### src/sv/sst_pkg.sv
`default_nettype none

package sst_pkg;

    // default sizes, overridable on the top level
    localparam int MACHINES_DEF  = 16;
    localparam int TIME_BITS_DEF = 48;

    // fixed field widths of the channels
    localparam int MIDX_BITS = 4;
    localparam int LEN_BITS  = 32;
    localparam int OUT_BITS  = 48;

    typedef struct packed {
        logic                 new_job;
        logic                 task_start;
        logic                 job_end;
        logic [MIDX_BITS-1:0] machine_index;
        logic [LEN_BITS-1:0]  step_length;
    } sst_in_t;

    typedef struct packed {
        logic [OUT_BITS-1:0] start_at;
        logic [OUT_BITS-1:0] finish_time;
        logic [OUT_BITS-1:0] makespan;
        logic                last;
    } sst_out_t;

    // control of the step calculation
    typedef struct packed {
        logic new_job;
        logic task_start;
        logic in_range;
        logic entry_valid;
        logic fwd_hit;
    } sst_ctl_t;

endpackage

`default_nettype wire

### src/sv/sst_time_ram.sv
`default_nettype none

module sst_time_ram #(
    parameter int DEPTH = 16,
    parameter int AW    = 4,
    parameter int DW    = 48
) (
    input  logic          clk,
    input  logic          wr_en,
    input  logic [AW-1:0] wr_addr,
    input  logic [DW-1:0] wr_data,
    input  logic          rd_en,
    input  logic [AW-1:0] rd_addr,
    output logic [DW-1:0] rd_data
);

    logic [DW-1:0] mem [DEPTH];
    logic [DW-1:0] rd_data_reg;

    always_ff @(posedge clk)
    begin
        if (wr_en)
        begin
            mem[wr_addr] <= wr_data;
        end
    end

    always_ff @(posedge clk)
    begin
        if (rd_en)
        begin
            rd_data_reg <= mem[rd_addr];
        end
    end

    assign rd_data = rd_data_reg;

endmodule

`default_nettype wire

### src/sv/sst_step_calc.sv
`default_nettype none

module sst_step_calc #(
    parameter int TIME_BITS = 48
) (
    input  sst_pkg::sst_ctl_t                ctl,
    input  logic [TIME_BITS-1:0]             rd_data,
    input  logic [TIME_BITS-1:0]             prev_finish,
    input  logic [TIME_BITS-1:0]             span,
    input  logic [sst_pkg::LEN_BITS-1:0]     step_length,
    output logic [TIME_BITS-1:0]             start_at,
    output logic [TIME_BITS-1:0]             finish_time,
    output logic [TIME_BITS-1:0]             span_next
);

    import sst_pkg::*;

    localparam int SUM_BITS = ((TIME_BITS > LEN_BITS) ? TIME_BITS : LEN_BITS) + 1;
    localparam logic [TIME_BITS-1:0] TMAX = '1;

    logic [TIME_BITS-1:0] free_at;
    logic [TIME_BITS-1:0] prev_eff;
    logic [TIME_BITS-1:0] span_eff;
    logic [SUM_BITS-1:0]  sum;

    always_comb
    begin
        // a new job sees every machine free at zero
        if (!ctl.new_job && ctl.in_range && ctl.entry_valid)
        begin
            // previous item wrote this entry in the cycle of our read
            free_at = ctl.fwd_hit ? prev_finish : rd_data;
        end
        else
        begin
            free_at = '0;
        end

        prev_eff = ctl.new_job ? '0 : prev_finish;
        span_eff = ctl.new_job ? '0 : span;

        if (!ctl.task_start && (prev_eff > free_at))
        begin
            start_at = prev_eff;
        end
        else
        begin
            start_at = free_at;
        end

        sum = SUM_BITS'(start_at) + SUM_BITS'(step_length);
        if (sum > SUM_BITS'(TMAX))
        begin
            finish_time = TMAX;
        end
        else
        begin
            finish_time = sum[TIME_BITS-1:0];
        end

        span_next = (finish_time > span_eff) ? finish_time : span_eff;
    end

endmodule

`default_nettype wire

### src/sv/shop_schedule_timeline_top.sv
`default_nettype none
// channel | valid      | stall      | payload          | direction
// step    | step_valid | step_stall | step (sst_in_t)  | into the block
// res     | res_valid  | res_stall  | res (sst_out_t)  | out of the block
//
// one item per cycle sustained while the result side does not stall; an
// accepted item is read from the machine time memory into the calculation
// stage, which then writes the memory back and loads the result register
// when it advances
// reset clears the pipeline valid flags, the machine valid bits, the
// previous finish and the makespan at once; no clearing pass is needed
// a stalled result holds the pipeline and the step channel is stalled only
// when the calculation stage cannot hand its item on

module shop_schedule_timeline_top #(
    parameter int MACHINES  = sst_pkg::MACHINES_DEF,
    parameter int TIME_BITS = sst_pkg::TIME_BITS_DEF
) (
    input  logic              clk,
    input  logic              rst_n,
    input  logic              step_valid,
    output logic              step_stall,
    input  sst_pkg::sst_in_t  step,
    output logic              res_valid,
    input  logic              res_stall,
    output sst_pkg::sst_out_t res
);

    import sst_pkg::*;

    localparam int AW = (MACHINES > 1) ? $clog2(MACHINES) : 1;

    // calculation stage
    logic                 s1_valid_reg;
    logic                 s1_valid_next;
    sst_in_t              s1_item_reg;
    logic                 s1_range_reg;
    logic                 s1_hit_reg;

    // job state kept in flip-flops
    logic [MACHINES-1:0]  mvalid_reg;
    logic [MACHINES-1:0]  mvalid_next;
    logic [TIME_BITS-1:0] prev_reg;
    logic [TIME_BITS-1:0] span_reg;

    // result register
    logic                 res_valid_reg;
    logic                 res_valid_next;
    sst_out_t             res_reg;

    logic                 accept;
    logic                 adv;
    logic                 in_range;
    logic [AW-1:0]        in_addr;
    logic [AW-1:0]        s1_addr;
    logic [TIME_BITS-1:0] rd_data;
    sst_ctl_t             ctl;
    logic [TIME_BITS-1:0] start_at;
    logic [TIME_BITS-1:0] finish_time;
    logic [TIME_BITS-1:0] span_next;

    // handshake: the calculation stage moves on when the result register
    // is empty or being taken
    assign adv        = s1_valid_reg && (!res_valid_reg || !res_stall);
    assign step_stall = s1_valid_reg && !adv;
    assign accept     = step_valid && !step_stall;

    assign in_range = (32'(step.machine_index) < MACHINES);
    assign in_addr  = AW'(step.machine_index);
    assign s1_addr  = AW'(s1_item_reg.machine_index);

    // machine free times; read on acceptance, written back when the item leaves the calculation stage
    sst_time_ram #(
        .DEPTH (MACHINES),
        .AW    (AW),
        .DW    (TIME_BITS)
    ) u_ram (
        .clk     (clk),
        .wr_en   (adv && s1_range_reg),
        .wr_addr (s1_addr),
        .wr_data (finish_time),
        .rd_en   (accept),
        .rd_addr (in_addr),
        .rd_data (rd_data)
    );

    // the valid bits are current when the item is calculated, so a new job
    // or a write by the item just ahead is already seen there
    always_comb
    begin
        ctl.new_job     = s1_item_reg.new_job;
        ctl.task_start  = s1_item_reg.task_start;
        ctl.in_range    = s1_range_reg;
        ctl.entry_valid = s1_range_reg && mvalid_reg[s1_addr];
        ctl.fwd_hit     = s1_hit_reg;
    end

    sst_step_calc #(
        .TIME_BITS (TIME_BITS)
    ) u_calc (
        .ctl         (ctl),
        .rd_data     (rd_data),
        .prev_finish (prev_reg),
        .span        (span_reg),
        .step_length (s1_item_reg.step_length),
        .start_at    (start_at),
        .finish_time (finish_time),
        .span_next   (span_next)
    );

    always_comb
    begin
        s1_valid_next = accept ? 1'b1 : (adv ? 1'b0 : s1_valid_reg);
        res_valid_next = adv ? 1'b1 : (res_stall ? res_valid_reg : 1'b0);

        mvalid_next = mvalid_reg;
        if (adv)
        begin
            if (s1_item_reg.new_job)
            begin
                mvalid_next = '0;
            end
            if (s1_range_reg)
            begin
                mvalid_next[s1_addr] = 1'b1;
            end
        end
    end

    always_ff @(posedge clk or negedge rst_n)
    begin
        if (!rst_n)
        begin
            s1_valid_reg  <= 1'b0;
            res_valid_reg <= 1'b0;
            mvalid_reg    <= '0;
            prev_reg      <= '0;
            span_reg      <= '0;
        end
        else
        begin
            s1_valid_reg  <= s1_valid_next;
            res_valid_reg <= res_valid_next;
            mvalid_reg    <= mvalid_next;
            if (adv)
            begin
                prev_reg <= finish_time;
                span_reg <= span_next;
            end
        end
    end

    // payload registers
    always_ff @(posedge clk)
    begin
        if (accept)
        begin
            s1_item_reg  <= step;
            s1_range_reg <= in_range;
            // read-during-write of the same entry returns the old time
            s1_hit_reg   <= adv && s1_range_reg
                            && (step.machine_index == s1_item_reg.machine_index);
        end
        if (adv)
        begin
            res_reg.start_at    <= OUT_BITS'(start_at);
            res_reg.finish_time <= OUT_BITS'(finish_time);
            res_reg.makespan    <= OUT_BITS'(span_next);
            res_reg.last        <= s1_item_reg.job_end;
        end
    end

    assign res_valid = res_valid_reg;
    assign res       = res_reg;

endmodule

`default_nettype wire

### config.mk
export PLATFORM = sky130hd
export DESIGN_NAME = shop_schedule_timeline_top
export DESIGN_NICKNAME = d
export VERILOG_FILES = /design/src/sv/sst_pkg.sv /design/src/sv/sst_time_ram.sv /design/src/sv/sst_step_calc.sv /design/src/sv/shop_schedule_timeline_top.sv
export SDC_FILE = /design/constraint.sdc
export NUM_CORES = 1
export LEC_CHECK = 0
export BUFFER_PORTS_ARGS = -buffer_cell sky130_fd_sc_hd__buf_2
export CAP_MARGIN = 20
export CELL_PAD_IN_SITES_DETAIL_PLACEMENT = 1
export CELL_PAD_IN_SITES_GLOBAL_PLACEMENT = 1
export CORE_ASPECT_RATIO = 0.7
export CORE_MARGIN = 10
export CORE_UTILIZATION = 25
export DETAILED_ROUTE_END_ITERATION = 8
export HOLD_SLACK_MARGIN = 0.08
export PLACE_DENSITY = 0.39
export SLEW_MARGIN = 20
export SYNTH_ARGS = -nofsm -noshare
export SYNTH_HDL_FRONTEND = slang
export SYNTH_SLANG_ARGS = --single-unit
### constraint.sdc
create_clock -name clk -period 11.15 [get_ports clk]
set_input_delay 2.23 -clock clk [delete_from_list [all_inputs] [get_ports clk]]
set_output_delay 2.23 -clock clk [all_outputs]
set_load 0.005 [all_outputs]
==> run_results.csv <==
group,metric,value,unit
sta,finalCritPeriodShare,94.1,%
logic_synthesis,syn_avg_cell_area,17.1,sq um
worst_setup_path,cp_max_fo,48,
logic_synthesis,synth_edf_count,1001,
sta,final.setup.tns,0,ns
die,die_w,540,um
cts,numClockSinks,1115,
global_route,grt_max_degree,95,
logic_synthesis,synthTopCellsByArea,"edfxtp_1 (64%), mux4_2 (12%), dfrtp_1 (6.0%)",
detailed_routing,dr.pass1.iters,5,
worst_setup_path,cp_slowest_stage_delay,0.66,ns
detailed_routing,wirelength,163,mm
final_layout,area_growth,20.3,%
logic_synthesis,synthArstFlopShare,10.2,%
logic_synthesis,synth_top_family_by_area,"multiplexers",
global_route,overflow,0,
cts,h-tree-depth,3,
logic_synthesis,synth-simple-area-share,5.67,%
final_layout,utilization,30.3,%
die,coreArea,188000,sq um
detailed_routing,vias,26900,
logic_synthesis,syn-num-nets,2935,
die,io_pins,190,
global_route,grtUsageTotal,15.4,%
logic_synthesis,ys_types,76,
run,drv_cap,0,
worst_setup_path,critPathLaunchType,"flop",
worst_setup_path,required,11.58,ns
placement,place_hpwl,106,mm
logic_synthesis,synthMuxAreaShare,13.3,%
cts,insertion_delay,0.77,ns
placement,portBuffers,189,
worst_setup_path,crit_arrival,10.92,ns
detailed_routing,drtIter0Drc,2243,
logic_synthesis,ys_warn_count,0,
worst_setup_path,cpMaxStageDelayCell,"o21ai_0",
logic_synthesis,synth_compound_area_share,5.53,%
sta,setup_viol,0,
logic_synthesis,yosysSeqAreaShare,69.7,%
logic_synthesis,synth_top_area_share,63.6,%
worst_setup_path,path_common_cell,"buf_12",
sta,fmax,0.0953,GHz
logic_synthesis,netlist_area,47300,sq um
power,p_leak,20.1,nW
placement,globalplace.congestion,0.791,
sta,maxSlewHeadroom,27.0,%
logic_synthesis,synth-xor-area-share,0.741,%
detailed_routing,drc,0,
worst_setup_path,end_kind,"flop",
cts,cts_tree,"yes",
final_layout,fin_cells,5743,
die,initial_core_util,25.1,%
final_layout,fillers,19400,
detailed_routing,vias_per_cell,4.69,
global_route,antenna_found_initial,33,
sta,clock_skew,0.0573,ns
sta,worst_pin_slew,1.10,ns
status,status,"completed",
sta,rsz0062_at_grt,"no",
power,peakVddDrop,0.126,mV
cts,clock-root-buffer,"clkbuf_16",
cts,clk_pin_slew,0.06,ns
logic_synthesis,yosys.area.top_type,"edfxtp_1",
power,powerDensity,223,nW/um^2
global_route,grt_pass1_vias,28800,
final_layout,nets,3315,
logic_synthesis,ys_seq_elements,1115,
placement,place_inst,5518,
final_layout,drive_gt1_share,28.5,%
min_path,worstHoldPathType,"reg -> reg",
sta,hold_violations,0,
logic_synthesis,synth.most_common_cell,"edfxtp_1",
logic_synthesis,netlist_instances,2763,
die,chipHeight,384,um
sta,post-route-min-period,10.49,ns
global_route,grt_pass1_wl,230,mm
cts,ctsHoldBuffers,0,
cts,cts-buffers-inserted,119,
die,rows,133,
die,die_area,207000,sq um
detailed_routing,ant_nets,0,
final_layout,largest_reg_flops,768,
worst_setup_path,critical_path_class,"reg -> reg",
logic_synthesis,synth_common_cells,"edfxtp_1 (1001), nand2_1 (259), mux4_2 (245)",
cts,clk_path_buf_depth,3,
logic_synthesis,synth_fa_ha_area_share,3.43,%
sta,fin_ws,0.658,ns
placement,dp_worst_setup_slack,-0.281,ns
sta,maxSlewViolCount,0,
logic_synthesis,synth-main-ff-cell,"edfxtp_1",
detailed_routing,wl_per_cell,28.3,um
per-layer routing:
| metal | routed length (um) | track usage [%] | part of all wire [%] | up-vias |
|---|---|---|---|---|
| li1 | - | - | - | 11700 |
| met1 | 84400 | 24.1 | 52 | 14500 |
| met2 | 69000 | 22.4 | 42 | 552 |
| met3 | 6860 | 2.39 | 4.2 | 173 |
| met4 | 2490 | 2.80 | 1.5 | 4 |
| met5 | 25 | 0 | 0.015 | - |
where the power goes:
| part | internal, W | total (W) | switching, W |
|---|---|---|---|
| sequential | 0.00523 | 0.00547 | 0.000239 |
| clock | 0.00241 | 0.00417 | 0.00176 |
| combinational | 0.00119 | 0.00305 | 0.00187 |
layout make-up:
cell class | instances | area [sq um] | share of cell area, %
antenna | 1 | 2.50 | 0.00440
clock inverter | 80 | 865 | 1.52
tap | 2497 | 3120 | 5.50
inverter | 55 | 214 | 0.376
timing repair buffer | 401 | 2800 | 4.92
multi-input combinational | 1451 | 13700 | 24.2
sequential | 1115 | 32900 | 57.9
clock buffer | 143 | 3190 | 5.62
worst max-delay path: cells and delay by family (launching register included):
family | cells | cell delay (ns)
buffers and inverters | 8 | 1.21
flip-flops | 1 | 0.54
AND/OR/NAND/NOR | 9 | 1.89
multiplexers | 2 | 1.11
adder cells (fa/ha/maj) | 3 | 0.96
AO/OA/AOI/OAI | 16 | 4.38
path summary, 6_finish.rpt:
path,startpoint,slack (ns),cells past startpoint,to
min in group asynchronous,rst_n,1.44,1,res_valid
worst max-delay path,s1_addr[0],0.66,38,res[34]
worst min-delay path,s1_item_reg[36],0.44,0,res[0]
worst min register to register,s1_item_reg[36],0.44,0,res[0]
max in group asynchronous,rst_n,8.20,2,prev_reg[19]
worst max register to register,s1_addr[0],0.66,38,res[34]
logic make-up after synthesis:
kind of cell	Yosys count
flops	1115
mux	315
buf+inv	197
simple gates	539
xor+xnor	40
compound gates	428
fa+ha+maj	129
placed cells by master, fill, tap and decap left out, types with 63 or more instances in the layout:
cell / n
dfrtp_1: 114
buf_2: 185
edfxtp_1: 1001
ha_1: 128
nor2b_1: 63
o21ai_1: 64
clkbuf_16: 123
buf_4: 197
a21oi_1: 108
mux4_2: 245
o21ai_0: 91
nand2_1: 258
timing repair:
| item | CTS | global route |
|---|---|---|
| hold endpoints to repair | 0 | 0 |
| setup buffers | 0 | 1 |
| gates resized for setup | 1 | 3 |
| endpoints found under the setup margin | 96 | 96 |
metrics by stage:
stage / instance area, sq um / hold WS (ns) / total power [W]
final: 56800 / 0.438 / 0.0127
after detailed placement: 52800 / 0.432 / 0.00867
after CTS: 56800 / 0.447 / 0.0129
after global routing: 56800 / 0.455 / 0.0133
after global placement: 52600 / 0.422 / 0.00860
after floorplan: 47300 / 0.400 / 0.00694
(Power assumes the default switching activity.)
